==> config.mk <==
export PLATFORM = sky130hd
export DESIGN_NAME = cromap_ram
export DESIGN_NICKNAME = d
export VERILOG_FILES = /design/src/rtl/cromap_ram.sv
export SDC_FILE = /design/constraint.sdc
export NUM_CORES = 1
export LEC_CHECK = 0
export ABC_CLOCK_PERIOD_IN_PS = 6300
export BUFFER_PORTS_ARGS = -buffer_cell sky130_fd_sc_hd__buf_2
export CAP_MARGIN = 20
export CORE_MARGIN = 4
export CORE_UTILIZATION = 45
export CTS_CLUSTER_SIZE = 14
export DETAILED_ROUTE_END_ITERATION = 8
export PLACE_DENSITY = 0.72
export SETUP_SLACK_MARGIN = 0.4
export SLEW_MARGIN = 10
export SYNTH_ARGS = -nofsm -noshare
export SYNTH_HDL_FRONTEND = slang
export SYNTH_SLANG_ARGS = --single-unit
==> constraint.sdc <==
create_clock -name clock -period 6.3 [get_ports clock]
set_input_delay 1.26 -clock clock [delete_from_list [all_inputs] [get_ports clock]]
set_output_delay 1.26 -clock clock [all_outputs]
set_load 0.01 [all_outputs]
==> src/rtl/cromap_ram.sv <==
`default_nettype none
// ----------------------------------------------------------------------------
// cromap_ram
// Generic single-write, single-read RAM with registered read data.
// ----------------------------------------------------------------------------
module cromap_ram #(
   parameter int WIDTH = 32,
   parameter int DEPTH = 16,
   localparam int AW   = (DEPTH > 1) ? $clog2(DEPTH) : 1
) (
   input  wire logic             clock,
   input  wire logic             wr_en,
   input  wire logic [AW-1:0]    wr_addr,
   input  wire logic [WIDTH-1:0] wr_data,
   input  wire logic             rd_en,
   input  wire logic [AW-1:0]    rd_addr,
   output logic      [WIDTH-1:0] rd_data
);

   logic [WIDTH-1:0] mem_ff [DEPTH];
   logic [WIDTH-1:0] rd_data_ff;

   always_ff @(posedge clock) begin
      if (wr_en) begin
         mem_ff[wr_addr] <= wr_data;
      end
      if (rd_en) begin
         rd_data_ff <= mem_ff[rd_addr];
      end
   end

   assign rd_data = rd_data_ff;

endmodule
`default_nettype wire

## Word level (Yosys, flattened, before mapping)

Memory sizes are Yosys's and may differ from the RTL's. A register that Yosys moved wholly into a read port is not among the register bits.
Cells that the tools add are included.

- Bits in registers: 0
- Input port bits: 43
- Bits in writable memories: 512
- Logic and storage cells: 3
- Memories kept: 1
- Output and inout bits: 32

Memories:

| memory | words | width | rd ports | clocked after memory_dff | wr ports | RTL line | RTL |
|---|---|---|---|---|---|---|---|
| mem_ff | 16 | 32 | 1 | 1 | 1 | 20 | `logic [WIDTH-1:0] mem_ff [DEPTH];` |

- Multiplexer cells: 2

Operator list:

| operator | count |
|---|---|
| two-way mux 1 bit | 2 |

## Longest topological paths before layout

- Word-level depth: 2
- Mapped depth: 5
- Mapped depth without buffers: 3

## Worst setup path before layout

Ideal clock, no wire load.

- Path kind: input to register
- Start point: input wr_addr[2]
- End point: memory mem_ff[0][0], enable pin
- Arrival time: 3.978 ns
- Data required time: 5.839 ns
- Library setup time: 0.461 ns
- Path buffers: 0
- Cell stages on the path: 2
- Path slack: 1.860 ns
- Path through: or3b_2 > nor3_1

RTL lines:

| element | RTL line | RTL |
|---|---|---|
| start: declaration | 13 | `input wire logic [AW-1:0] wr_addr,` |
| end: declaration | 20 |  |

Straight into the memory's write port.

==> flow_summary.ini <==
[outcome]
status = completed

[yosys]
synthAdderAreaFrac_pct = 0
synth_area_mm2 = 0.02017
synthMuxAreaShare_pct = 14.29
ys.warnings.count = 0
yosysSeqAreaShare_pct = 80.97
ys_seq_elements = 544
synth_nets = 881
synth_compound_area_share_pct = 2.382
synth_top_area_share_pct = 80.97
synth_area_leaders = edfxtp_1 81%, mux4_2 14%, a22oi_1 2.4%
ys_types = 17
synth-xor-area-share_pct = 0
synthSimpleGateAreaFrac_pct = 1.253
synth_area_per_cell_um2 = 24.07
synth_top_family_by_area = multiplexers
syn_inst = 838
synth_top_area_cell = edfxtp_1

[worst_setup_path]
start_kind = input port
critical-path-top-delay-family = buffers and inverters
worst-path-max-fanout = 65
cp_cell_sequence = clkbuf_8 -> buf_12 -> mux4_2 -> a22oi_1 -> nand2_1
crit_buf_inv = 2
cp.arrival_ns = 3.44
cp-end-kind = flip-flop
cpMaxStageDelayCell = clkbuf_8
max_stage_delay_ns = 0.60
worst-setup-path-type = in2reg
cp_data_required_time_ns = 6.61

[place]
dpl.cell_count = 1483
dpl-instance-area_mm2 = 0.02140
gp_congestion = 0.6975
dp_hpwl_um = 20160
port-buffer-count = 74
pre_cts_slack_ns = 2.568

[routing]
vias_per_cell = 5.860
firstDrtPassIters = 5
drc_errors = 0
wl_per_cell_um = 26.77
drtIter0Drc = 1338
num_vias = 9241
wl_um = 42210
antenna_left = 0

[floorplanning]
rows = 77
boundaryPins = 75
die-area_mm2 = 0.04828
coreArea_mm2 = 0.04422
start_util_pct = 45.62
die_y_um = 219.7
dieWidth_um = 219.7

[cells_and_area]
final_common_cell = edfxtp_1
design_area_mm2 = 0.02298
stdcell_count = 1577
areaGrowthSynthToFinish_pct = 13.92
drive_above_1_share_pct = 31.81
final_nets = 988
nFillCells = 3351
most-common-layout-cells = 544 x edfxtp_1, 128 x mux4_2, 72 x buf_2

[sta]
tightest_slew_ns = 1.069
slew_headroom_pct = 28.71
hold_violations = 0
fin_crit_sh_pct = 49.58
period_minus_slack_ns = 3.124
finalClockSkew_ns = 0.01198
slew_viol_final = 0
rsz0062_at_grt = no
fin_tns_setup_ns = 0
setup_violations = 0
fmax_mhz = 320.1
setup_ws_ns = 3.176

[hold_path]
hold_class = reg2reg

[clock_network]
root_buffer = clkbuf_16
cts.clk_slew.worst_paths_ns = 0.06
ctsResizeCount = 0
holdBufCountCts = 0
clkLatencyLatePin_ns = 0.57
clockBufferDepth = 3
cts_tree = done
cts_buffers = 52
postCtsSetupRepairBufs = 0
cts.sinks = 544
htreeDepth = 2

[global_routing]
antenna_found_initial = 3
grt.busiest_layer = met2
track_usage_pct = 17.74
grt_first_pass_wirelength_um = 62670
grt_pass1_vias = 9608
met3_usage_pct = 3.709
use_met1_pct = 26.69
use_met2_pct = 27.07
grt_max_degree = 66
overflow = 0

[pwr]
vdd_drop_max_mv = 0.2107
switchingPower_mw = 1.491
intPower_mw = 5.881
seq_power_share_pct = 55.6
comb_power_share_pct = 4.7
switching_share_pct = 20.22
power_leakage_nw = 7.276
pwr-share-clk_pct = 39.6
p_per_area_mw_per_mm2 = 320.8

[flow_run]
max_cap_viol_count = 0
## worst paths after layout
path	start	end	slack, ns	depth (start not counted)
min	mem_ff[12][20]	rd_data[20]	0.74	3
min reg2reg	mem_ff[12][20]	rd_data[20]	0.74	3
max	rd_addr[0]	rd_data[22]	3.18	5
max reg2reg	mem_ff[0][27]	rd_data[27]	4.75	3
## layout make-up
type	instances	area [um^2]	share of cell area [%]
antenna	1	2.502	0.01089
timing repair buffer	96	571.8	2.488
clock buffer	69	1386	6.032
multi-input combinational	251	3750	16.32
tap	592	740.7	3.223
clock inverter	24	195.2	0.8493
sequential	544	16340	71.08
## logic make-up after synthesis
family | Yosys count
buf+inv | 43
compound gates | 64
mux | 128
simple gates | 59
flops | 544
## worst reg2reg max path: cells and delay by family, from the launching register on
kind / cells / cell delay (ns)
flip-flops: 1 / 0.39
multiplexers: 1 / 0.49
AO/OA/AOI/OAI: 1 / 0.27
AND/OR/NAND/NOR: 1 / 0.14
## synth_stat cells, drive strengths merged
library cell  number
buf               26
nand3b             2
or3b               1
nand2b             2
a22oi             64
and2               1
clkbuf            17
nand3              1
nand2             33
nor3               4
edfxtp           544
nor2              13
nor2b              2
mux4             128
## through the flow
step / power [mW] / hold slack (ns) / util [%]
floorplan: 4.375 / 0.7103 / -
finish: 7.372 / 0.7419 / 51.97
detailed placement: 4.529 / 0.7363 / 48.39
CTS: 7.424 / 0.7470 / 51.96
global placement: 4.517 / 0.7316 / 48.39
global route: 7.618 / 0.7696 / 51.97
## power by group through the flow
stage / Clock [mW] / Combinational, mW / Sequential (mW)
final: 2.92 / 0.349 / 4.10
after detailed placement: 0 / 0.352 / 4.18
after global routing: 3.14 / 0.377 / 4.11
after CTS: 2.97 / 0.354 / 4.10
after floorplan: 0 / 0.195 / 4.18
after global placement: 0 / 0.344 / 4.17
## registers in the layout, indices dropped and copies added (netlist names)
signal   count
mem_ff     512
rd_data     32
## routing by layer
layer  up-vias  share of wire, %
li1       3819                 -
met1      4900                41
met4         2               2.0
met5         -             0.036
met3        66               9.3
met2       454                48
Power figures use the tool's default switching activity.
