### config.mk
export PLATFORM = sky130hd
export DESIGN_NAME = cromap_csr_flat
export DESIGN_NICKNAME = d
export VERILOG_FILES = /design/src/rtl/cromap_pkg.sv /design/src/rtl/cromap_csr_if.sv /design/src/rtl/cromap_csr.sv /design/src/flat_wrapper.sv
export SDC_FILE = /design/constraint.sdc
export NUM_CORES = 1
export LEC_CHECK = 0
export ABC_AREA = 1
export BUFFER_PORTS_ARGS = -buffer_cell sky130_fd_sc_hd__buf_4
export CORE_ASPECT_RATIO = 1.2
export CORE_MARGIN = 4
export CORE_UTILIZATION = 25
export DETAILED_ROUTE_END_ITERATION = 8
export PLACE_DENSITY_LB_ADDON = 0.12
export SLEW_MARGIN = 20
export SYNTH_ARGS = -nofsm -noshare
export SYNTH_HDL_FRONTEND = slang
export SYNTH_SLANG_ARGS = --single-unit
### constraint.sdc
create_clock -name clock -period 1.01 [get_ports clock]
set_clock_uncertainty 0.2 [all_clocks]
set_input_delay 0.1515 -clock clock [delete_from_list [all_inputs] [get_ports clock]]
set_output_delay 0.1515 -clock clock [all_outputs]
set_load 0.05 [all_outputs]
### src/rtl/cromap_pkg.sv
`default_nettype none
// ----------------------------------------------------------------------------
// cromap_pkg
// Shared types and constants for the chained range offset map.
// ----------------------------------------------------------------------------
package cromap_pkg;

   localparam int STAGE_COUNT_DEF       = 7;
   localparam int ENTRIES_PER_STAGE_DEF = 32;
   localparam int INTERVAL_SLOTS_DEF    = 16;

   localparam int VALUE_W     = 32;
   localparam int STAGE_REGS  = 7;
   localparam int CNT_W       = 6;
   localparam int ICNT_W      = 5;
   localparam int CSR_INDEX_W = 4;
   localparam int CSR_DATA_W  = 32;

   // register index of the seed interval count; stage counts sit below it
   localparam logic [CSR_INDEX_W-1:0] CSR_INTERVAL_COUNT = CSR_INDEX_W'(STAGE_REGS);

   typedef enum logic [1:0] {
      FUNC_LOAD_RANGE    = 2'd0,
      FUNC_LOAD_INTERVAL = 2'd1,
      FUNC_FORWARD       = 2'd2,
      FUNC_REVERSE       = 2'd3
   } func_type;

   typedef enum logic [2:0] {
      ST_IDLE,
      ST_STAGE,
      ST_RANGE_CHK,
      ST_SEED,
      ST_SEED_CHK,
      ST_DONE
   } state_type;

   typedef struct packed {
      logic [STAGE_REGS-1:0][CNT_W-1:0] stage_cnt;
      logic [ICNT_W-1:0]                intv_cnt;
   } cfg_type;

   typedef struct packed {
      logic [VALUE_W-1:0] dest;
      logic [VALUE_W-1:0] src;
      logic [VALUE_W-1:0] len;
   } range_entry_type;

   typedef struct packed {
      logic [VALUE_W-1:0] start;
      logic [VALUE_W-1:0] len;
   } interval_entry_type;

endpackage
`default_nettype wire

### src/rtl/cromap_csr_if.sv
`default_nettype none
// ----------------------------------------------------------------------------
// cromap_csr_if
// Register write channel: index and write data.
// ----------------------------------------------------------------------------
interface cromap_csr_if;
   import cromap_pkg::*;
   logic                   valid;
   logic                   ready;
   logic [CSR_INDEX_W-1:0] index;
   logic [CSR_DATA_W-1:0]  data;

   modport source (output valid, index, data, input ready);
   modport sink   (input valid, index, data, output ready);
endinterface
`default_nettype wire

### src/rtl/cromap_csr.sv
`default_nettype none
// ----------------------------------------------------------------------------
// cromap_csr
// Entry count registers for the stage tables and the seed interval table.
// ----------------------------------------------------------------------------
module cromap_csr import cromap_pkg::*; (
   input  wire logic  clock,
   input  wire logic  reset,
   cromap_csr_if.sink csr_chan,
   output cfg_type    cfg
);

   cfg_type cfg_ff;
   cfg_type cfg_in;

   assign csr_chan.ready = 1'b1;

   always_comb begin
      cfg_in = cfg_ff;
      if (csr_chan.valid) begin
         if (csr_chan.index < CSR_INTERVAL_COUNT) begin
            cfg_in.stage_cnt[csr_chan.index[2:0]] = csr_chan.data[CNT_W-1:0];
         end else if (csr_chan.index == CSR_INTERVAL_COUNT) begin
            cfg_in.intv_cnt = csr_chan.data[ICNT_W-1:0];
         end
      end
   end

   always_ff @(posedge clock) begin
      if (reset) begin
         cfg_ff <= '0;
      end else begin
         cfg_ff <= cfg_in;
      end
   end

   assign cfg = cfg_ff;

endmodule
`default_nettype wire

### src/flat_wrapper.sv
// flat-port wrapper written by rule: the top's interface ports become plain ports
module cromap_csr_flat import cromap_pkg::*;
  (clock, reset, cfg, csr_chan_valid, csr_chan_index, csr_chan_data, csr_chan_ready);
  cromap_csr_if csr_chan_i ();
  input  wire logic clock;
  input  wire logic reset;
  output cfg_type cfg;
  input wire logic [$bits(csr_chan_i.valid)-1:0] csr_chan_valid;
  input wire logic [$bits(csr_chan_i.index)-1:0] csr_chan_index;
  input wire logic [$bits(csr_chan_i.data)-1:0] csr_chan_data;
  output wire logic [$bits(csr_chan_i.ready)-1:0] csr_chan_ready;
  assign csr_chan_i.valid = csr_chan_valid;
  assign csr_chan_i.index = csr_chan_index;
  assign csr_chan_i.data = csr_chan_data;
  assign csr_chan_ready = csr_chan_i.ready;
  cromap_csr u_core (.clock(clock), .reset(reset), .csr_chan(csr_chan_i), .cfg(cfg));
endmodule
# Yosys cells after proc, flatten, opt, wreduce, memory -nomap -nowiden
# Cells that the tools add are included.
word_totals:
  regBits: 47
  word_cells: 19
  inputBits: 39
  output_inout_bits: 48
classes:
  n_reduce_logical: 3
  mux: 3
  n_eq_ne: 1
  magnitude_cmp: 3
  n_bitwise: 1
ops:
  columns: ["operator", "n"]
  rows:
  - ["$bwmux W42", 1]
  - ["$demux W6 S3", 1]
  - ["$mux W6", 1]
  - ["$eq A4 B3 Y1 const B", 1]
  - ["$lt A3 B4 Y1 const B", 1]
  - ["$lt A4 B3 Y1 const B", 1]
  - ["$ge A3 B1 Y1 const B", 1]
  - ["$reduce_and A3 Y1", 1]
  - ["$reduce_and A2 Y1", 1]
  - ["$logic_and A1 B1 Y1", 1]
  - ["$not A1 Y1", 1]

# Logic depth before layout (Yosys ltp)
logic_depth:
  depth_word: 5
  mapped_depth: 7
  depth_no_buf: 6

# Worst setup path before layout
# OpenSTA, ideal clock, no wires.
synth_path:
  path_kind: "input -> register"
  from: "input csr_chan_index[3]"
  to: "register u_core.cfg_ff, in the netlist u_core.cfg[33]"
  n_path_buf: 1
  stages: 7
  required_ps: 696
  setup_time_ps: 114
  arrival_time_ps: 764
  slack_ps: -69
  cell_sequence: "inv_2 nand2_1 nor2_2 buf_2 nand3_1 nand2_1 nor2_1"
synth_between:
  elab_chain_cells: 2
synth_lines:
  columns: ["element", "line_no", "source"]
  rows:
  - ["start: declaration", "flat_wrapper.sv:9", "input wire logic [$bits(csr_chan_i.index)-1:0] csr_chan_index;"]
  - ["$lt A4 B3 Y1", "cromap_csr.sv:21", "if (csr_chan.index < CSR_INTERVAL_COUNT) begin"]
  - ["$reduce_and A2 Y1 (no source line)", null, null]
  - ["end signal: assignment", "cromap_csr.sv:33", "cfg_ff <= cfg_in;"]
  - ["end: declaration", "cromap_csr.sv:13", "cfg_type cfg_ff;"]
# Every way passes these cells.
# A chain may end at the register's enable or synchronous reset.

# Worst setup path after layout
layout_path:
  from: "register u_core.cfg_ff, in the netlist u_core.cfg[42]"
  to: "output cfg[42] (netlist bit)"
layout_rtl:
  columns: ["element", "line_no", "source"]
  rows:
  - ["end: declaration", "flat_wrapper.sv:7", "output cfg_type cfg;"]
# No word-level cell between the ends.

==> flow_summary.json <==
{
  "cp_slowest_stage_delay_ns": 0.36,
  "die_area_sq_um": 8930,
  "dpl.cell_count": 436,
  "path_buf_inv": 1,
  "cpLargestDelayFamily": "flip-flops",
  "post_drt_wl_per_cell_um": 12.0,
  "violations": "setup timing",
  "clk_latency_ns": 0.29,
  "clock-sinks": 47,
  "die_y_um": 103,
  "rsz0062_at_grt": "yes",
  "status": "finished with violations",
  "dpl_cell_area_sq_um": 2680,
  "track_usage_pct": 12.5,
  "antenna_cells": 0,
  "cp.arrival_ns": 0.81,
  "drcViolationCount": 0,
  "final_layout_size_suffix_gt1_share_pct": 40.2,
  "r2r-start": "u_core.cfg[30]",
  "initial_core_util_pct": 25.7,
  "setup_slack_ns": -0.150,
  "drv_cap": 0,
  "coreArea_sq_um": 7270,
  "cts_inserted_buffers": 5,
  "via_per_inst": 4.17,
  "synth_cell_types": 14,
  "crit_slowest_cell": "dfxtp_2",
  "dr.pass1.iters": 4,
  "p_per_area_nw_per_um2": 1180,
  "grt_overflow": 0,
  "cp-start-kind": "flop",
  "hold_path.class": "in2reg",
  "setup_viol": 47,
  "instances_no_fill": 446,
  "path_class": "reg2out",
  "grt_pass1_wl_mm": 8.71,
  "wirelength_mm": 5.37,
  "synth.avg_cell_area_sq_um": 6.75,
  "crit_fanout": 2,
  "fin_crit_sh_pct": 115,
  "crit_path_end_kind": "output pin",
  "placement_rows": 34,
  "dieWidth_um": 86.9,
  "synth_top_cell_by_area": "dfxtp_1",
  "drtIter0Drc": 58,
  "synth_nets": 316,
  "largest_reg_flops": 47,
  "cp_cell_sequence": "buf_8",
  "p_leak_nw": 1.41,
  "hold_viol_final": 0,
  "synth_seq_cells": 47,
  "fmax_ghz": 0.862,
  "final_max_slew_viol_count": 0,
  "cts_buffer_depth": 2,
  "root_buffer": "clkbuf_8",
  "area_growth_pct": 67.5,
  "grt_pass1_vias": 1787,
  "final_common_cell": "nor2_1",
  "crit_start": "u_core.cfg[42]",
  "min_period_ns": 1.16,
  "yosysWarnings": 0,
  "clk_pin_slew_worst_paths_ns": 0.09,
  "max-vdd-ir-drop_v": 0.000505,
  "final_area_sq_um": 3130,
  "io_pins": 87,
  "postRouteAntennaNets": 0,
  "mostFrequentLayoutCells": "nor2_1 (98), nand2_1 (74), dfxtp_2 (47)",
  "synthTopCellsByArea": "dfxtp_1 (50%), nor2_1 (20%), nand2_1 (15%)",
  "grt_max_degree": 27,
  "port-buffer-count": 59,
  "cts_max_level": 2,
  "synth_seq_area_share_pct": 50.3,
  "postSynthCellCount": 277,
  "cts_tree": "yes",
  "gp_congestion": 0.715,
  "dp_hpwl_mm": 3.80,
  "grt_antenna_before_repair": 0,
  "vias": 1858,
  "syn-cell-area_sq_um": 1870,
  "place_ws_ns": -0.274,
  "final_nets": 394,
  "synth_top_area_share_pct": 50.3,
  "cp_data_required_time_ns": 0.66,
  "hp-start": "reset"
}
-- cell type report --
| type | count | area (sq um) |
|---|---|---|
| Clock buffer | 7 | 76.3 |
| Multi-Input combinational cell | 205 | 830 |
| Clock inverter | 1 | 5.00 |
| Sequential cell | 47 | 1000 |
| Timing Repair Buffer | 82 | 1050 |
| Fill cell | 766 | 4140 |
| Inverter | 14 | 55.1 |
| Tap cell | 90 | 113 |
-- logic make-up after synthesis --
kind of cell,after synthesis,synth area share (%)
AND/OR/NAND/NOR,204,43.4
flip-flops,47,50.3
buffers and inverters,25,6.09
other,1,0.201
-- Yosys cell counts (all sizes together) --
cell / instances
nor2: 103
nand2: 75
dfxtp: 47
nand3: 25
inv: 14
buf: 10
clkbuf: 1
conb: 1
nand3b: 1
-- report_power, final --
| part | switching [mW] | total, mW | internal, mW |
|---|---|---|---|
| clock | 0.631 | 1.12 | 0.488 |
| sequential | 0.0360 | 1.94 | 1.90 |
| combinational | 0.368 | 0.636 | 0.268 |
-- stage by stage --
step	hold slack (ns)	util [%]	total power [mW]	TNS, ns
after floorplan	0.171	-	2.31	-0.411
after global routing	0.113	43.0	3.88	-8.00
after CTS	0.103	42.1	3.74	-7.16
after detailed placement	0.264	36.8	2.55	-9.66
after global placement	0.254	36.8	2.55	-9.63
final	0.105	43.0	3.69	-6.32
-- worst paths after layout --
check | to | slack [ns] | cells past startpoint
max | cfg[42] | -0.15 | 1
min | u_core.cfg[2] | 0.11 | 5
min reg2reg | u_core.cfg[13] | 0.29 | 2
max reg2reg | u_core.cfg[30] | 0.12 | 3
-- per-layer routing --
metal / track usage (%) / wire length [um] / vias up
li1: - / - / 994
met1: 15.1 / 2310 / 814
met2: 21.1 / 2700 / 40
met3: 3.04 / 250 / 10
met4: 5.04 / 112 / 0
met5: 0 / 0 / -
-- repair_timing --
item	CTS	global route
hold buffers	0	0
resized for setup	80	16
buffers inserted	1	1
hold endpoints to repair	0	0
cloned	0	0
endpoints found under the setup margin	47	51
No activity file was read; power rests on OpenSTA's default activity.
