## config.mk

```make
export PLATFORM = sky130hd
export DESIGN_NAME = cromap_seq_flat
export DESIGN_NICKNAME = d
export VERILOG_FILES = /design/src/rtl/cromap_pkg.sv /design/src/rtl/cromap_req_if.sv /design/src/rtl/cromap_rsp_if.sv /design/src/rtl/cromap_seq.sv /design/src/flat_wrapper.sv
export SDC_FILE = /design/constraint.sdc
export NUM_CORES = 1
export LEC_CHECK = 0
export BUFFER_PORTS_ARGS = -buffer_cell sky130_fd_sc_hd__buf_2
export CAP_MARGIN = 5
export CORE_AREA = 8 8 218 220
export CTS_CLUSTER_SIZE = 20
export DETAILED_ROUTE_END_ITERATION = 12
export DIE_AREA = 0 0 226 228
export GPL_TIMING_DRIVEN = 0
export PLACE_DENSITY_LB_ADDON = 0.12
export SLEW_MARGIN = 20
export SYNTH_ARGS = -nofsm -noshare
export SYNTH_HDL_FRONTEND = slang
export SYNTH_SLANG_ARGS = --single-unit
```

## constraint.sdc

```tcl
create_clock -name clock -period 18.7 [get_ports clock]
set_clock_uncertainty 0.05 [all_clocks]
set_input_delay 2.805 -clock clock [delete_from_list [all_inputs] [get_ports clock]]
set_output_delay 2.805 -clock clock [all_outputs]
set_load 0.05 [all_outputs]
```

## src/rtl/cromap_pkg.sv

```systemverilog
`default_nettype none
// ----------------------------------------------------------------------------
// cromap_pkg
// Shared types and constants for the chained range offset map.
// ----------------------------------------------------------------------------
package cromap_pkg;

   localparam int STAGE_COUNT_DEF       = 7;
   localparam int ENTRIES_PER_STAGE_DEF = 32;
   localparam int INTERVAL_SLOTS_DEF    = 16;

   localparam int VALUE_W     = 32;
   localparam int STAGE_REGS  = 7;
   localparam int CNT_W       = 6;
   localparam int ICNT_W      = 5;
   localparam int CSR_INDEX_W = 4;
   localparam int CSR_DATA_W  = 32;

   // register index of the seed interval count; stage counts sit below it
   localparam logic [CSR_INDEX_W-1:0] CSR_INTERVAL_COUNT = CSR_INDEX_W'(STAGE_REGS);

   typedef enum logic [1:0] {
      FUNC_LOAD_RANGE    = 2'd0,
      FUNC_LOAD_INTERVAL = 2'd1,
      FUNC_FORWARD       = 2'd2,
      FUNC_REVERSE       = 2'd3
   } func_type;

   typedef enum logic [2:0] {
      ST_IDLE,
      ST_STAGE,
      ST_RANGE_CHK,
      ST_SEED,
      ST_SEED_CHK,
      ST_DONE
   } state_type;

   typedef struct packed {
      logic [STAGE_REGS-1:0][CNT_W-1:0] stage_cnt;
      logic [ICNT_W-1:0]                intv_cnt;
   } cfg_type;

   typedef struct packed {
      logic [VALUE_W-1:0] dest;
      logic [VALUE_W-1:0] src;
      logic [VALUE_W-1:0] len;
   } range_entry_type;

   typedef struct packed {
      logic [VALUE_W-1:0] start;
      logic [VALUE_W-1:0] len;
   } interval_entry_type;

endpackage
`default_nettype wire

```

## src/rtl/cromap_req_if.sv

```systemverilog
`default_nettype none
// ----------------------------------------------------------------------------
// cromap_req_if
// Request channel: table loads and translation queries.
// ----------------------------------------------------------------------------
interface cromap_req_if;
   logic        valid;
   logic        ready;
   logic [1:0]  func;
   logic [2:0]  stage;
   logic [4:0]  slot;
   logic [31:0] dest_base;
   logic [31:0] source_base;
   logic [31:0] span_length;
   logic [31:0] query_value;

   modport source (output valid, func, stage, slot, dest_base, source_base,
                   span_length, query_value, input ready);
   modport sink   (input valid, func, stage, slot, dest_base, source_base,
                   span_length, query_value, output ready);
endinterface
`default_nettype wire

```

## src/rtl/cromap_rsp_if.sv

```systemverilog
`default_nettype none
// ----------------------------------------------------------------------------
// cromap_rsp_if
// Response channel: translated value and flags.
// ----------------------------------------------------------------------------
interface cromap_rsp_if;
   logic        valid;
   logic        ready;
   logic [31:0] result_value;
   logic        in_seed_interval;
   logic        overflow;

   modport source (output valid, result_value, in_seed_interval, overflow,
                   input ready);
   modport sink   (input valid, result_value, in_seed_interval, overflow,
                   output ready);
endinterface
`default_nettype wire

```

## src/rtl/cromap_seq.sv

```systemverilog
`default_nettype none
// ----------------------------------------------------------------------------
// cromap_seq
// Request sequencer: table writes, stage-by-stage entry scan, seed scan and
// response register.
// ----------------------------------------------------------------------------
module cromap_seq import cromap_pkg::*; #(
   parameter int STAGE_COUNT       = STAGE_COUNT_DEF,
   parameter int ENTRIES_PER_STAGE = ENTRIES_PER_STAGE_DEF,
   parameter int INTERVAL_SLOTS    = INTERVAL_SLOTS_DEF,
   localparam int RDEPTH = STAGE_COUNT * ENTRIES_PER_STAGE,
   localparam int AW     = (RDEPTH > 1) ? $clog2(RDEPTH) : 1,
   localparam int IW     = (INTERVAL_SLOTS > 1) ? $clog2(INTERVAL_SLOTS) : 1
) (
   input  wire logic                  clock,
   input  wire logic                  reset,
   cromap_req_if.sink                 req_chan,
   cromap_rsp_if.source               rsp_chan,
   input  wire cfg_type               cfg,
   output logic                       rng_wr_en,
   output logic [AW-1:0]              rng_wr_addr,
   output range_entry_type            rng_wr_data,
   output logic                       rng_rd_en,
   output logic [AW-1:0]              rng_rd_addr,
   input  wire range_entry_type       rng_rd_data,
   output logic                       itv_wr_en,
   output logic [IW-1:0]              itv_wr_addr,
   output interval_entry_type         itv_wr_data,
   output logic                       itv_rd_en,
   output logic [IW-1:0]              itv_rd_addr,
   input  wire interval_entry_type    itv_rd_data
);

   localparam int SW  = (STAGE_COUNT > 1) ? $clog2(STAGE_COUNT) : 1;
   localparam int CW  = $clog2(ENTRIES_PER_STAGE + 1);
   localparam int ICW = $clog2(INTERVAL_SLOTS + 1);
   localparam logic [SW-1:0] LAST_STAGE = SW'(STAGE_COUNT - 1);
   localparam logic [AW-1:0] LAST_BASE  = AW'((STAGE_COUNT - 1) * ENTRIES_PER_STAGE);
   localparam logic [AW-1:0] STAGE_STEP = AW'(ENTRIES_PER_STAGE);

   state_type          state_ff, state_in;
   logic               reverse_ff, reverse_in;
   logic [VALUE_W-1:0] value_ff, value_in;
   logic               ovf_ff, ovf_in;
   logic               hit_ff, hit_in;
   logic [SW-1:0]      stage_ff, stage_in;
   logic [AW-1:0]      base_ff, base_in;
   logic [CW-1:0]      idx_ff, idx_in;
   logic [ICW-1:0]     sidx_ff, sidx_in;
   logic               rsp_valid_ff, rsp_valid_in;
   logic [VALUE_W-1:0] rsp_value_ff, rsp_value_in;
   logic               rsp_hit_ff, rsp_hit_in;
   logic               rsp_ovf_ff, rsp_ovf_in;

   logic               req_take;
   func_type           func;
   logic [CNT_W-1:0]   cnt_raw;
   logic [CW-1:0]      rng_limit;
   logic [ICW-1:0]     itv_limit;
   logic [CW-1:0]      idx_next;
   logic [ICW-1:0]     sidx_next;
   logic [VALUE_W-1:0] span_from;
   logic [VALUE_W-1:0] span_to;
   logic [VALUE_W:0]   span_end;
   logic [VALUE_W:0]   mapped;
   logic               rng_match;
   logic [VALUE_W:0]   itv_end;
   logic               itv_match;
   logic               advance;

   assign func     = func_type'(req_chan.func);
   assign req_take = req_chan.valid && req_chan.ready;
   assign req_chan.ready = (state_ff == ST_IDLE);

   // entry count of the current stage and the seed interval count, each clamped to its table size
   always_comb begin
      cnt_raw = '0;
      for (int k = 0; k < STAGE_REGS; k++) begin
         if (int'(stage_ff) == k) begin
            cnt_raw = cfg.stage_cnt[k];
         end
      end
      if (int'(cnt_raw) > ENTRIES_PER_STAGE) begin
         rng_limit = CW'(ENTRIES_PER_STAGE);
      end else begin
         rng_limit = CW'(cnt_raw);
      end
      if (int'(cfg.intv_cnt) > INTERVAL_SLOTS) begin
         itv_limit = ICW'(INTERVAL_SLOTS);
      end else begin
         itv_limit = ICW'(cfg.intv_cnt);
      end
   end

   assign idx_next  = idx_ff + CW'(1);
   assign sidx_next = sidx_ff + ICW'(1);

   // one range entry against the running value
   assign span_from = reverse_ff ? rng_rd_data.dest : rng_rd_data.src;
   assign span_to   = reverse_ff ? rng_rd_data.src  : rng_rd_data.dest;
   assign span_end  = {1'b0, span_from} + {1'b0, rng_rd_data.len};
   assign rng_match = (value_ff >= span_from) && ({1'b0, value_ff} < span_end);
   assign mapped    = {1'b0, value_ff - span_from} + {1'b0, span_to};

   assign itv_end   = {1'b0, itv_rd_data.start} + {1'b0, itv_rd_data.len};
   assign itv_match = (value_ff >= itv_rd_data.start) && ({1'b0, value_ff} < itv_end);

   always_comb begin
      state_in     = state_ff;
      reverse_in   = reverse_ff;
      value_in     = value_ff;
      ovf_in       = ovf_ff;
      hit_in       = hit_ff;
      stage_in     = stage_ff;
      base_in      = base_ff;
      idx_in       = idx_ff;
      sidx_in      = sidx_ff;
      rsp_valid_in = rsp_valid_ff && !rsp_chan.ready;
      rsp_value_in = rsp_value_ff;
      rsp_hit_in   = rsp_hit_ff;
      rsp_ovf_in   = rsp_ovf_ff;
      advance      = 1'b0;

      rng_wr_en   = 1'b0;
      rng_wr_addr = AW'(req_chan.slot) + AW'(req_chan.stage) * STAGE_STEP;
      rng_wr_data = '{dest: req_chan.dest_base, src: req_chan.source_base,
                      len: req_chan.span_length};
      itv_wr_en   = 1'b0;
      itv_wr_addr = IW'(req_chan.slot);
      itv_wr_data = '{start: req_chan.source_base, len: req_chan.span_length};
      rng_rd_en   = 1'b0;
      rng_rd_addr = base_ff;
      itv_rd_en   = 1'b0;
      itv_rd_addr = '0;

      case (state_ff)
         ST_IDLE: begin
            if (req_take) begin
               case (func)
                  FUNC_LOAD_RANGE: begin
                     rng_wr_en = (int'(req_chan.stage) < STAGE_COUNT) &&
                                 (int'(req_chan.slot) < ENTRIES_PER_STAGE);
                  end
                  FUNC_LOAD_INTERVAL: begin
                     itv_wr_en = (int'(req_chan.slot) < INTERVAL_SLOTS);
                  end
                  FUNC_FORWARD, FUNC_REVERSE: begin
                     reverse_in = (func == FUNC_REVERSE);
                     value_in   = req_chan.query_value;
                     ovf_in     = 1'b0;
                     hit_in     = 1'b0;
                     stage_in   = (func == FUNC_REVERSE) ? LAST_STAGE : '0;
                     base_in    = (func == FUNC_REVERSE) ? LAST_BASE : '0;
                     state_in   = ST_STAGE;
                  end
                  default: begin
                  end
               endcase
            end
         end
         ST_STAGE: begin
            if (rng_limit == '0) begin
               advance = 1'b1;
            end else begin
               rng_rd_en   = 1'b1;
               rng_rd_addr = base_ff;
               idx_in      = '0;
               state_in    = ST_RANGE_CHK;
            end
         end
         ST_RANGE_CHK: begin
            if (rng_match) begin
               // saturate on overflow and carry on to the next stage
               if (mapped[VALUE_W]) begin
                  value_in = '1;
                  ovf_in   = 1'b1;
               end else begin
                  value_in = mapped[VALUE_W-1:0];
               end
               advance = 1'b1;
            end else if (idx_next < rng_limit) begin
               rng_rd_en   = 1'b1;
               rng_rd_addr = base_ff + AW'(idx_next);
               idx_in      = idx_next;
            end else begin
               advance = 1'b1;
            end
         end
         ST_SEED: begin
            if (itv_limit == '0) begin
               state_in = ST_DONE;
            end else begin
               itv_rd_en   = 1'b1;
               itv_rd_addr = '0;
               sidx_in     = '0;
               state_in    = ST_SEED_CHK;
            end
         end
         ST_SEED_CHK: begin
            if (itv_match) begin
               hit_in   = 1'b1;
               state_in = ST_DONE;
            end else if (sidx_next < itv_limit) begin
               itv_rd_en   = 1'b1;
               itv_rd_addr = IW'(sidx_next);
               sidx_in     = sidx_next;
            end else begin
               state_in = ST_DONE;
            end
         end
         ST_DONE: begin
            // hold until the response register is free
            if (!rsp_valid_ff || rsp_chan.ready) begin
               rsp_valid_in = 1'b1;
               rsp_value_in = value_ff;
               rsp_hit_in   = hit_ff;
               rsp_ovf_in   = ovf_ff;
               state_in     = ST_IDLE;
            end
         end
         default: begin
            state_in = ST_IDLE;
         end
      endcase

      if (advance) begin
         if (reverse_ff) begin
            if (stage_ff == '0) begin
               state_in = ST_SEED;
            end else begin
               stage_in = stage_ff - SW'(1);
               base_in  = base_ff - STAGE_STEP;
               state_in = ST_STAGE;
            end
         end else begin
            if (stage_ff == LAST_STAGE) begin
               state_in = ST_DONE;
            end else begin
               stage_in = stage_ff + SW'(1);
               base_in  = base_ff + STAGE_STEP;
               state_in = ST_STAGE;
            end
         end
      end
   end

   always_ff @(posedge clock) begin
      if (reset) begin
         state_ff     <= ST_IDLE;
         rsp_valid_ff <= 1'b0;
      end else begin
         state_ff     <= state_in;
         rsp_valid_ff <= rsp_valid_in;
      end
   end

   always_ff @(posedge clock) begin
      reverse_ff   <= reverse_in;
      value_ff     <= value_in;
      ovf_ff       <= ovf_in;
      hit_ff       <= hit_in;
      stage_ff     <= stage_in;
      base_ff      <= base_in;
      idx_ff       <= idx_in;
      sidx_ff      <= sidx_in;
      rsp_value_ff <= rsp_value_in;
      rsp_hit_ff   <= rsp_hit_in;
      rsp_ovf_ff   <= rsp_ovf_in;
   end

   assign rsp_chan.valid            = rsp_valid_ff;
   assign rsp_chan.result_value     = rsp_value_ff;
   assign rsp_chan.in_seed_interval = rsp_hit_ff;
   assign rsp_chan.overflow         = rsp_ovf_ff;

endmodule
`default_nettype wire

```

## src/flat_wrapper.sv

```systemverilog
// flat-port wrapper written by rule: the top's interface ports become plain ports
module cromap_seq_flat import cromap_pkg::*;
#(
   parameter int STAGE_COUNT       = STAGE_COUNT_DEF,
   parameter int ENTRIES_PER_STAGE = ENTRIES_PER_STAGE_DEF,
   parameter int INTERVAL_SLOTS    = INTERVAL_SLOTS_DEF,
   localparam int RDEPTH = STAGE_COUNT * ENTRIES_PER_STAGE,
   localparam int AW     = (RDEPTH > 1) ? $clog2(RDEPTH) : 1,
   localparam int IW     = (INTERVAL_SLOTS > 1) ? $clog2(INTERVAL_SLOTS) : 1
)
  (clock, reset, cfg, rng_wr_en, rng_wr_addr, rng_wr_data, rng_rd_en, rng_rd_addr, rng_rd_data, itv_wr_en, itv_wr_addr, itv_wr_data, itv_rd_en, itv_rd_addr, itv_rd_data, req_chan_valid, req_chan_func, req_chan_stage, req_chan_slot, req_chan_dest_base, req_chan_source_base, req_chan_span_length, req_chan_query_value, req_chan_ready, rsp_chan_valid, rsp_chan_result_value, rsp_chan_in_seed_interval, rsp_chan_overflow, rsp_chan_ready);
  cromap_req_if req_chan_i ();
  cromap_rsp_if rsp_chan_i ();
  input  wire logic clock;
  input  wire logic reset;
  input  wire cfg_type cfg;
  output logic rng_wr_en;
  output logic [AW-1:0] rng_wr_addr;
  output range_entry_type rng_wr_data;
  output logic rng_rd_en;
  output logic [AW-1:0] rng_rd_addr;
  input  wire range_entry_type rng_rd_data;
  output logic itv_wr_en;
  output logic [IW-1:0] itv_wr_addr;
  output interval_entry_type itv_wr_data;
  output logic itv_rd_en;
  output logic [IW-1:0] itv_rd_addr;
  input  wire interval_entry_type itv_rd_data;
  input wire logic [$bits(req_chan_i.valid)-1:0] req_chan_valid;
  input wire logic [$bits(req_chan_i.func)-1:0] req_chan_func;
  input wire logic [$bits(req_chan_i.stage)-1:0] req_chan_stage;
  input wire logic [$bits(req_chan_i.slot)-1:0] req_chan_slot;
  input wire logic [$bits(req_chan_i.dest_base)-1:0] req_chan_dest_base;
  input wire logic [$bits(req_chan_i.source_base)-1:0] req_chan_source_base;
  input wire logic [$bits(req_chan_i.span_length)-1:0] req_chan_span_length;
  input wire logic [$bits(req_chan_i.query_value)-1:0] req_chan_query_value;
  output wire logic [$bits(req_chan_i.ready)-1:0] req_chan_ready;
  output wire logic [$bits(rsp_chan_i.valid)-1:0] rsp_chan_valid;
  output wire logic [$bits(rsp_chan_i.result_value)-1:0] rsp_chan_result_value;
  output wire logic [$bits(rsp_chan_i.in_seed_interval)-1:0] rsp_chan_in_seed_interval;
  output wire logic [$bits(rsp_chan_i.overflow)-1:0] rsp_chan_overflow;
  input wire logic [$bits(rsp_chan_i.ready)-1:0] rsp_chan_ready;
  assign req_chan_i.valid = req_chan_valid;
  assign req_chan_i.func = req_chan_func;
  assign req_chan_i.stage = req_chan_stage;
  assign req_chan_i.slot = req_chan_slot;
  assign req_chan_i.dest_base = req_chan_dest_base;
  assign req_chan_i.source_base = req_chan_source_base;
  assign req_chan_i.span_length = req_chan_span_length;
  assign req_chan_i.query_value = req_chan_query_value;
  assign req_chan_ready = req_chan_i.ready;
  assign rsp_chan_valid = rsp_chan_i.valid;
  assign rsp_chan_result_value = rsp_chan_i.result_value;
  assign rsp_chan_in_seed_interval = rsp_chan_i.in_seed_interval;
  assign rsp_chan_overflow = rsp_chan_i.overflow;
  assign rsp_chan_i.ready = rsp_chan_ready;
  cromap_seq #(.STAGE_COUNT(STAGE_COUNT), .ENTRIES_PER_STAGE(ENTRIES_PER_STAGE), .INTERVAL_SLOTS(INTERVAL_SLOTS)) u_core (.clock(clock), .reset(reset), .req_chan(req_chan_i), .rsp_chan(rsp_chan_i), .cfg(cfg), .rng_wr_en(rng_wr_en), .rng_wr_addr(rng_wr_addr), .rng_wr_data(rng_wr_data), .rng_rd_en(rng_rd_en), .rng_rd_addr(rng_rd_addr), .rng_rd_data(rng_rd_data), .itv_wr_en(itv_wr_en), .itv_wr_addr(itv_wr_addr), .itv_wr_data(itv_wr_data), .itv_rd_en(itv_rd_en), .itv_rd_addr(itv_rd_addr), .itv_rd_data(itv_rd_data));
endmodule
```

# Yosys cells after proc, flatten, opt, wreduce, memory -nomap -nowiden
# Index checks and enable logic that the tools add are counted.
dict set report classes {
  n_lt_le_gt_ge 10
  muxes 85
  bitwise 0
  mul 0
  add_sub_neg 12
  n_div 0
  n_eq_ne 32
  shifts 0
  n_reduce_logical 26
}
# operator count
set op_table {}
lappend op_table {{32-bit two-way mux} 6}
lappend op_table {{32-bit by 32-bit adder with 33-bit output} 3}
lappend op_table {{8-bit two-way mux} 11}
lappend op_table {{32-bit by 33-bit < comparator with 1-bit output} 2}
lappend op_table {{6-bit two-way mux} 11}
lappend op_table {{32-bit greater-or-equal comparator} 2}
lappend op_table {{32-bit one-hot mux with 2 select lines} 1}
lappend op_table {{3-bit two-way mux} 17}
lappend op_table {{32-bit subtractor} 1}
lappend op_table {{1-bit two-way mux} 23}
lappend op_table {{3-bit equality test (second input constant)} 7}
lappend op_table {{5-bit two-way mux} 4}
lappend op_table {{3-bit one-hot mux with 6 select lines} 1}
lappend op_table {{4-bit AND reduction} 4}
lappend op_table {{3-bit by 2-bit equality test with 1-bit output (second input constant)} 4}
lappend op_table {{4-bit two-way mux} 3}
lappend op_table {{2-bit by 1-bit != test with 1-bit output (second input constant)} 6}
lappend op_table {{2-bit != test (second input constant)} 6}
lappend op_table {{6-bit one-hot mux with 2 select lines} 1}
lappend op_table {{1-bit one-hot mux with 2 select lines} 5}
lappend op_table {{5-bit one-hot mux with 2 select lines} 1}
lappend op_table {{3-bit logical NOT} 3}
lappend op_table {{5-bit by 8-bit adder with 8-bit output} 1}
lappend op_table {{8-bit by 6-bit adder with 8-bit output} 1}
lappend op_table {{other kinds (32)} 41}
dict set report totals {
  word_cells 178
  rom_bits 0
  latchBits 0
  register_bits 95
  input_bits 349
  memories 0
  mem_bits_rw 0
}

# Depth between registers and ports, before layout
# Gate-level depths: netlist (run 1).
dict set report logic_depth {
  depth_word 16
  mapped_depth 26
}

# Worst setup path before layout (run 1)
# Ideal clock, no wire load.
dict set report synth_path {
  path_kind {input -> output}
  start {input port rng_rd_data[64] (netlist name)}
  end {output port rng_rd_addr[2]}
  required_ns 15.845
  arrival_ns 8.043
  path_slack_ns 7.802
  path_stages 21
  path_buffers 1
  path_cell_list {mux2_2 ha_1 fa_1 a211oi_2 nor2_1 o41a_1 a311o_1 o211ai_1 a21oi_1 nor3_1 o21ai_0 ha_1 nand2_1 o21ai_0 nor3_1 o211a_1 a211oi_1 o21ai_2 a211o_2 buf_2 o21ai_0}
}
dict set report synth_via {
  elab_chain_cells 6
  elab_cells_between_ends 7
  cone_classes {1 x add/sub; 2 x order compare; 3 x mux; 1 x reduce/logical}
}
# element line_no
set synth_lines {}
lappend synth_lines {{start: declaration} flat_wrapper.sv:22} ;# input wire range_entry_type rng_rd_data;
lappend synth_lines {{32-bit two-way mux (*)} cromap_seq.sv:99} ;# assign span_from = reverse_ff ? rng_rd_data.dest : rng_rd_data.src;
lappend synth_lines {{32-bit by 32-bit adder with 33-bit output} cromap_seq.sv:101} ;# assign span_end = {1'b0, span_from} + {1'b0, rng_rd_data.len};
lappend synth_lines {{32-bit by 33-bit < comparator with 1-bit output} cromap_seq.sv:102} ;# assign rng_match = (value_ff >= span_from) && ({1'b0, value_ff} < span_end);
lappend synth_lines {{1-bit logical AND (*)} cromap_seq.sv:102}
lappend synth_lines {{8-bit two-way mux (*)} cromap_seq.sv:172} ;# if (rng_match) begin
lappend synth_lines {{8-bit two-way mux (*)} --}
lappend synth_lines {{end: declaration} flat_wrapper.sv:21} ;# output logic [AW-1:0] rng_rd_addr;
# Mark *: on every way between the ends. The rest lies on a longest branch, timed or not.

# Worst setup path after layout (run 1)
dict set report layout_path {
  start {input port rng_rd_data[64] (netlist name)}
  end {output port rng_rd_addr[6]}
}
# The elaborated chain is that of the path after synthesis.

==> key figures, run 1 <==
Floorplanning
  – Full die area: 51,500 um2
  – Initial core utilization: 35.4%
  – Die X: 226 um
  – Die height: about 230 um
  – Core Region: between 40,000 and 50,000 um2
  – I/O pins: 573
  – Row cnt: 77

Worst setup path
  – Req. time, crit path: around 16 ns
  – Reg2reg start: u_core.reverse_ff
  – Worst setup path start: rng_rd_data[64]
  – R2R setup slack: between 10 and 15 ns
  – Worst-path fanout max: 10
  – Crit Path Class: in2out
  – FF-to-FF End: u_core.value_ff[2]
  – R2R cell count: 23
  – Data arrival, critical path: 8.43 ns
  – Worst Setup EP: rng_rd_addr[6]
  – Crit. End Element: primary output
  – Crit start category: input port

Placement
  – Cell Area, Placed: between 15,000 and 20,000 um2
  – # port buffers: 472
  – Placed cells: between 2,000 and 3,000
  – Routability Congestion: 0.914
  – Hpwl dp: 51.8 mm

Routing
  – DR top layer: met5
  – Routed wire per std cell: 20.1 um
  – Post-route DRC: 0
  – Vias per inst: 5.18
  – Antenna viol nets, final: 0
  – Detailed-router iteration count before antenna repair: 7
  – Total number of vias: 15,100
  – Routed wl met3: between 3 and 4 mm
  – WL met1: between 20 and 30 mm
  – Total Wirelength: 58.4 mm
  – Met2 wire length: roughly 27 mm
  – DRT iter0 DRCs: 795

Yosys
  – Mapped Cells: 1,815
  – Number of synthesized flops with an enable pin: 85
  – Async S/R FF share, synth: 0%
  – Post-synth top flop: edfxtp_1
  – Cell taking the most area after synthesis: ha_1
  – Largest cells by area after synthesis: ha_1, edfxtp_1, buf_4
  – Average size of a mapped cell: 8.54 um2
  – Seq/Total Area, Yosys: 17.8%
  – Yosys top cell area share: 19.9%
  – Post-Syn Area: 15,500 um2
  – Synth cell types: between 90 and 100
  – Synth Register Bits: 95
  – Synth Warn #: 0
  – Mapped Nets: approximately 2,400

STA
  – Fin crit share: 60.4%
  – Slew margin rel.: between 30 and 40%
  – TNS Setup: 0 ns
  – Highest clock rate: 88.6 MHz
  – Crit path time final: 11.29 ns
  – RSZ-0062 raised after global routing: no
  – Final max-slew violation count: 0
  – # setup viols final: 0
  – Final Hold Vio Count: 0
  – Slew @ Worst Pin: 0.926 ns

Run status
  – Status: completed

Pwr
  – Leak Pwr: approximately 9 nW
  – Pwr Density: 125 nW/um2
  – Overall Power: 2.37 mW
  – Peak supply drop: 0.0494 mV

CTS
  – CTS tree: built
  – CTS resizes: 0
  – Clk buf depth: 2
  – Post-cts hold buffer count: 0
  – Clock Latency Late Sink: 0.38 ns
  – Worst-path clk slew: 0.08 ns
  – Post-CTS setup repair buffer count: 0
  – CTS Root Cell: clkbuf_16
  – Number of buffers created by CTS: 9
  – Clk sinks: 95
  – H-tree lvl count: 3

Hold path
  – Hold path start: u_core.hit_ff
  – HP Class: reg2reg

Cells and area
  – Finished Layout Cells: 2,914
  – Final Util: about 43%
  – Nets: 2,901
  – Share of layout cells above drive strength 1: approximately a third
  – Fin area: roughly 19,000 um2
  – Area Overhead vs Synth: 22.5%

GRT
  – Total gr overflow: 0
  – Vias in the first global route: around 15,000
  – GRT Overall Usage: 21.8%
  – Largest net degree at the start of global routing: 27
  – First-pass GRT wire length: 87.7 mm
  – Initial antenna violation count: 18

Flow run
  – MaxCap Viol Count: 0
## how the worst min path moves through the flow
stage | slack, ns | to | depth (start not counted)
6_report | 0.38 | u_core.rsp_chan.in_seed_interval | 0
4_1_cts | 0.38 | u_core.rsp_chan.in_seed_interval | 0
2_1_floorplan | 0.35 | u_core.rsp_chan.in_seed_interval | 0
3_5_place_dp | 0.36 | u_core.rsp_chan.in_seed_interval | 0
3_3_place_gp | 0.35 | u_core.rsp_chan.in_seed_interval | 0
5_1_grt | 0.39 | u_core.rsp_chan.in_seed_interval | 0
## worst max-delay path, stage by stage
cell	delay, ns
buf_2	0.11
mux2_2	0.30
ha_1	0.23
fa_1	0.44
a211oi_2	0.20
nor2_1	0.09
o41a_1	0.37
a311o_1	0.44
o211ai_1	0.25
a21oi_1	0.12
nor3_1	0.28
o21ai_0	0.17
ha_1	0.34
nand2_1	0.05
o21ai_0	0.25
nor3_1	0.09
o211a_1	0.12
a211oi_1	0.44
o21ai_2	0.18
a211o_2	0.40
buf_2	0.21
a21oi_2	0.14
xnor2_1	0.13
buf_2	0.28
## cell type report
class	instances	area [um2]
Clock inverter	7	63.8
Multi-Input combinational cell	1398	10900
Buffer	205	1470
Tap cell	592	741
Clock buffer	9	225
Antenna cell	17	42.5
Inverter	117	439
Fill cell	4504	24800
Sequential cell	95	2750
Timing Repair Buffer	474	2400
## synthesized netlist by cell type (all sizes together) (25+ instances only)
library cell / instances
edfxtp: 85
mux2: 36
ha: 247
inv: 116
nand3: 33
a21o: 59
buf: 179
nand2: 98
xnor2: 71
nor3: 35
clkbuf: 25
a21oi: 146
nor2: 90
xor2: 50
mux2i: 35
o22a: 31
nor2b: 26
o21ai: 93
a211oi: 30
## layer usage
layer / up-vias / GRT usage [%]
met4: 4 / 8.29
met3: 66 / 4.17
met2: 501 / 35.6
met5: - / 0
met1: 6943 / 28.0
li1: 7577 / -
## state kept, by name, summed over array words and instances (netlist names), 3 cells and up
register and cells:
u_core.base_ff 8, u_core.idx_ff 6, u_core.rsp_chan.result_value 32, u_core.sidx_ff 5
u_core.stage_ff 3, u_core.state_ff 3, u_core.value_ff 32
## placed cells by master, fill, tap and decap left out, drive strengths merged, types with 36 or more instances in the layout
master    n
nor2     90
xor2     50
ha      247
a21oi   146
o21ai    93
buf     653
a21o     59
inv     120
nand2    98
mux2     36
xnor2    71
edfxtp   85
## cell families after synthesis
logic type	after synthesis	share of synthesized area [%]
buffers and inverters	322	12.3
DFF	95	17.8
xor gates and xnor gates	121	6.84
muxes	71	4.87
adders and majority gates	252	20.6
AOI/OAI and AO/OA	538	23.8
and+or+nand+nor	416	13.9
## where the power goes
| group | internal (mW) | switching (mW) |
|---|---|---|
| Sequential | 0.309 | 0.0728 |
| Clock | 0.0937 | 0.0997 |
| Combinational | 0.734 | 1.06 |
| Total | 1.14 | 1.24 |
## per-stage QoR
stage                     hold slack, ns  worst slack, ns
after floorplan                    0.350             7.80
after global placement             0.352             7.50
after detailed placement           0.362             7.42
after CTS                          0.380             7.40
after global routing               0.390             7.07
final                              0.383             7.41
(Power assumes the default switching activity.)
==> run 2: changes to the inputs <==
- ABC_AREA: unset -> 1
- CORE_AREA: 8 8 218 220 -> 8 8 216 218
- DIE_AREA: 0 0 226 228 -> 0 0 224 226
- clock period: 18.7 -> 10.75 ns (I/O delays scaled with it)
==> key figures, run 2 <==
Run status
  – Status: completed

Cells and area
  – Commonest non-fill, non-tap cell in the layout: buf_2
  – Most frequent cells in the layout: buf_2, nand2_1, inv_1
  – Finished Layout Cells: between 3,000 and 4,000
  – Share of layout cells above drive strength 1: a little over a quarter
  – Nets: between 3,000 and 4,000
  – Area Overhead vs Synth: 21.4%

CTS
  – CTS Root Cell: clkbuf_16
  – Post-CTS setup repair buffer count: 0
  – Clk buf depth: 2
  – Clk sinks: 95
  – CTS resizes: 0
  – Worst-path clk slew: ~0.080 ns
  – CTS tree: built
  – Number of buffers created by CTS: 9
  – H-tree lvl count: 3
  – Clock Latency Late Sink: 0.39 ns
  – Post-cts hold buffer count: 0

STA
  – Hold Worst Slack: between 0.3 and 0.4 ns
  – Fin crit share: 77.0%
  – Final Hold Vio Count: 0
  – Highest clock rate: between 100 and 150 MHz
  – Slew @ Worst Pin: just over 0.8 ns
  – Final max-slew violation count: 0
  – RSZ-0062 raised after global routing: no
  – Slew margin rel.: 45.3%
  – Crit path time final: 8.28 ns
  – # setup viols final: 0
  – TNS Setup: 0 ns

Yosys
  – Seq/Total Area, Yosys: around 17%
  – Average size of a mapped cell: 6.99 um2
  – Largest cells by area after synthesis: ha_1, edfxtp_1, nand2_1
  – Post-synth top flop: edfxtp_1
  – Yosys top cell area share: 19.2%
  – Post-Syn Area: 16,100 um2
  – Mapped Nets: between 2,000 and 3,000
  – Synth Register Bits: 95
  – Synth cell types: 64
  – Cell taking the most area after synthesis: ha_1
  – Mapped Cells: roughly 2,300
  – Number of synthesized flops with an enable pin: 85
  – Post-synth top cells: nand2_1, inv_1, ha_1, a21oi_1, nor2_1
  – Synth Warn #: 0
  – Most common cell in the synthesized netlist: nand2_1
  – Async S/R FF share, synth: 0%

Worst setup path
  – Worst-path fanout max: 5
  – Family with the most delay on the worst path: compound AO/OA/AOI/OAI gates
  – Data arrival, critical path: around 6.6 ns
  – Req. time, crit path: approximately 9 ns
  – Crit Path Class: in2out
  – Crit start category: input port
  – Highest cell delay on the worst timing path: 0.46 ns
  – Slowest CP cell: fa_1
  – Crit. End Element: primary output
  – Buf+Inv Stages, Crit Path: 5

Routing
  – Vias per inst: a little under 5
  – Post-route DRC: 0
  – DRT iter0 DRCs: 941
  – Total number of vias: 16,700
  – Detailed-router iteration count before antenna repair: 7
  – Total Wirelength: 62.1 mm
  – Antenna viol nets, final: 0
  – Routed wire per std cell: 18.3 um

GRT
  – Total gr overflow: 0
  – First-pass GRT wire length: approximately 92 mm
  – Initial antenna violation count: 6
  – Largest net degree at the start of global routing: 25
  – GRT Overall Usage: between 20% and 30%
  – Vias in the first global route: ~17,000

Floorplanning
  – Initial core utilization: 37.0%
  – Full die area: 50,600 um2
  – Die height: between 200 and 250 um
  – I/O pins: 573
  – Die X: 224 um
  – Row cnt: between 70 and 80
  – Core Region: 43,500 um2

Pwr
  – Overall Power: 4.05 mW
  – Pwr Density: 208 nW/um2
  – Peak supply drop: 0.162 mV
  – Leak Pwr: 10.2 nW

Hold path
  – HP Class: reg2reg

Placement
  – Hpwl dp: roughly 55 mm
  – Placed cells: 3,366
  – # port buffers: 472
  – Routability Congestion: 0.980

Flow run
  – MaxCap Viol Count: 0
[run 2: cell type report]
class	count	area [um2]
Inverter	274	1040
Sequential cell	95	2750
Timing Repair Buffer	474	2400
Tap cell	592	741
Buffer	201	1480
Clock buffer	10	229
Multi-Input combinational cell	1730	10800
Fill cell	4604	23900
Clock inverter	6	42.5
Antenna cell	4	10.0
[run 2: power breakdown]
part | internal (mW) | leakage, nW | switching [mW]
Combinational | 1.11 | 9.20 | 1.98
Sequential | 0.525 | 0.877 | 0.110
Clock | 0.158 | 0.131 | 0.166
Total | 1.79 | 10.2 | 2.26
[run 2: worst paths after layout]
check	slack, ns	start	end	cells past startpoint
setup / recovery	2.47	rng_rd_data[33]	rng_rd_addr[7]	27
hold / removal	0.38	u_core.hit_ff	u_core.rsp_chan.in_seed_interval	0
setup reg to reg	4.32	u_core.reverse_ff	u_core.value_ff[21]	24
hold reg to reg	0.38	u_core.hit_ff	u_core.rsp_chan.in_seed_interval	0
[run 2: metrics by stage]
step	worst slack (ns)	utilization [%]	cell area, um2
5_1_grt	2.12	44.9	19500
3_5_place_dp	2.47	44.2	19200
2_1_floorplan	3.08	-	16100
3_3_place_gp	2.47	44.1	19200
6_report	2.47	44.9	19500
4_1_cts	2.44	44.9	19500
[run 2: routing by layer]
| layer | vias up | wire (um) | track usage, % |
|---|---|---|---|
| li1 | 8565 | - | - |
| met1 | 7597 | 25700 | 27.2 |
| met2 | 522 | 31700 | 43.8 |
| met3 | 51 | 3480 | 3.88 |
| met4 | 0 | 1160 | 5.46 |
| met5 | - | 0 | 0 |
[run 2: logic make-up (layout without fill, tap and decap cells)]
group	Yosys count	count (layout)	share of synthesized area, %
AOI/OAI and AO/OA	493	493	17.3
xor gates and xnor gates	132	132	7.20
adders and majority gates	252	252	19.9
buffers and inverters	475	965	15.7
DFF	95	95	17.1
other	0	4	0
and+or+nand+nor	853	853	22.9
==> run 3: changes to the inputs <==
- clock period: 10.75 -> 7.6 ns (I/O delays scaled with it)
==> key figures, run 3 (same netlist as run 2, synthesis figures left out) <==
Worst setup path
  – Crit start category: input port
  – R2R cell count: 22
  – Crit. End Element: primary output
  – Reg2reg start: u_core.reverse_ff
  – R2R setup slack: 1.36 ns
  – Worst-path fanout max: 5
  – Crit Path Class: in2out
  – Req. time, crit path: between 6 and 7 ns
  – Data arrival, critical path: 5.96 ns
  – FF-to-FF End: u_core.value_ff[21]

Cells and area
  – Area Overhead vs Synth: 21.4%
  – Final Util: 44.9%
  – Fin area: around 20,000 um2
  – Share of layout cells above drive strength 1: between 20% and 30%
  – Nets: 3,385
  – # fillers: 4,606
  – Commonest non-fill, non-tap cell in the layout: buf_2
  – Most frequent cells in the layout: buf_2, nand2_1, inv_1

GRT
  – GRT Overall Usage: 23.3%
  – Total gr overflow: 0
  – Largest net degree at the start of global routing: 25
  – Initial antenna violation count: 6
  – First-pass GRT wire length: 92.4 mm
  – Vias in the first global route: 17,100

Floorplanning
  – Initial core utilization: 37.0%
  – Full die area: 50,600 um2
  – Die height: 226 um
  – Die X: 224 um
  – Core Region: between 40,000 and 50,000 um2
  – Row cnt: 77
  – I/O pins: 573

STA
  – Crit path time final: slightly above 7 ns
  – Final Hold Vio Count: 0
  – Fin crit share: 94.1%
  – Final max-slew violation count: 0
  – RSZ-0062 raised after global routing: no
  – Slew @ Worst Pin: ~0.8 ns
  – Highest clock rate: around 140 MHz
  – # setup viols final: 0
  – TNS Setup: 0 ns
  – Slew margin rel.: 46.1%

Pwr
  – Cell Int Power: about 2.5 mW
  – Peak supply drop: approximately 0.23 mV
  – Clock network fraction of total power: about 8%
  – Sequential share of power: 15.7%
  – Comb power frac: between 70% and 80%
  – Leak Pwr: slightly above 10 nW
  – Switching Power: between 3 and 4 mW
  – Switching share of power: 55.8%
  – Pwr Density: 294 nW/um2

CTS
  – Worst-path clk slew: 0.08 ns
  – Number of buffers created by CTS: 9
  – CTS tree: built
  – H-tree lvl count: 3
  – Clk sinks: 95
  – Post-cts hold buffer count: 0
  – Clock Latency Late Sink: 0.39 ns
  – Clk buf depth: 2
  – CTS Root Cell: clkbuf_16

Run status
  – Status: completed

Routing
  – Vias per inst: 4.95
  – DRT iter0 DRCs: between 800 and 900
  – Total number of vias: about 17,000
  – Post-route DRC: 0
  – Total Wirelength: 62.1 mm
  – Detailed-router iteration count before antenna repair: 5
  – Routed wire per std cell: 18.3 um
  – Antenna viol nets, final: 0

Flow run
  – MaxCap Viol Count: 0

Placement
  – Routability Congestion: 0.980
  – # port buffers: 472
  – Cell Area, Placed: slightly below 20,000 um2
  – Hpwl dp: 55.1 mm

Hold path
  – Worst Hold Path Cells: 0
  – Hold path start: u_core.hit_ff
  – HP Class: reg2reg
  – Worst Hold Path EP: u_core.rsp_chan.in_seed_interval
[run 3: changes by cell type in the layout (fill, tap and decap cells not counted)]
cell        before  now
inv_1          267  266
nor4_2           0    1
clkbuf_1        19   17
o21ai_2          7    8
nor4_1          13   12
o21ai_0        132  130
o21ai_1         15   16
diode_2          4    3
clkinvlp_4       1    2
clkbuf_2         0    1
[run 3: metal layers]
metal / routed length, um / GRT usage, % / share of wire [%]
met1: 25900 / 27.2 / 42
met2: 31700 / 43.8 / 51
met3: 3320 / 3.88 / 5.3
met4: 1160 / 5.46 / 1.9
met5: 0 / 0 / 0
[run 3: worst max path at each step]
stage                            from        endpoint  slack [ns]
finish                rng_rd_data[32]  rng_rd_addr[7]        0.45
global route        u_core.reverse_ff  rng_rd_addr[7]        0.02
detailed placement    rng_rd_data[33]  rng_rd_addr[7]        0.26
global placement      rng_rd_data[33]  rng_rd_addr[7]        0.26
floorplan             rng_rd_data[33]  rng_rd_addr[5]        0.88
CTS                 u_core.reverse_ff  rng_rd_addr[7]        0.07
[run 3: final cells by class]
type | count | area, um2 | area share, %
clock inverters | 6 | 42.5 | 0.218
clock buffers | 10 | 229 | 1.17
diodes | 3 | 7.51 | 0.0385
inverters | 274 | 1040 | 5.33
multi-input cells | 1730 | 10800 | 55.5
plain buffers | 200 | 1480 | 7.57
repair buffers | 474 | 2400 | 12.3
flip-flops and latches | 95 | 2750 | 14.1
well taps | 592 | 741 | 3.80
[run 3: power groups by stage]
| stage | combinational [mW] | clock [mW] | sequential (mW) |
|---|---|---|---|
| after global routing | 4.87 | 0.489 | 0.914 |
| after detailed placement | 4.34 | 0 | 0.910 |
| final | 4.38 | 0.459 | 0.898 |
| after global placement | 4.28 | 0 | 0.911 |
| after floorplan | 3.26 | 0 | 0.889 |
| after CTS | 4.37 | 0.472 | 0.898 |
[run 3: repair_timing]
item,CTS,global route
resized for setup,0,7
setup endpoints to repair,0,9
setup buffers,0,0
[run 3: per-stage QoR]
stage | cells | total power, mW | hold WS, ns | setup WS, ns
finish | 3384 | 5.73 | 0.377 | 0.449
global route | 3382 | 6.27 | 0.383 | 0.0199
CTS | 3382 | 5.74 | 0.381 | 0.0675
detailed placement | 3366 | 5.25 | 0.362 | 0.262
global placement | 3364 | 5.19 | 0.363 | 0.262
floorplan | 2300 | 4.14 | 0.350 | 0.876
[run 3: critical path, stage by stage]
cell and delay (ns):
buf_2 0.10, nand2_1 0.05, o21ai_0 0.13, ha_1 0.24, fa_1 0.41, nand3_1 0.10, nand2_1 0.10, nand2_1 0.09
nand2_2 0.09, a21oi_1 0.23, o21ai_1 0.15, a21oi_1 0.32, o21ai_1 0.16, a21oi_1 0.25, o21ai_1 0.11, xor2_1 0.15
ha_1 0.30, nand2_1 0.05, inv_1 0.08, nand4_1 0.12, nor2_1 0.22, nand4_2 0.28, nand3_2 0.19, nand3_4 0.11
inv_2 0.12, nand3_2 0.07, xnor2_1 0.25, buf_2 0.32
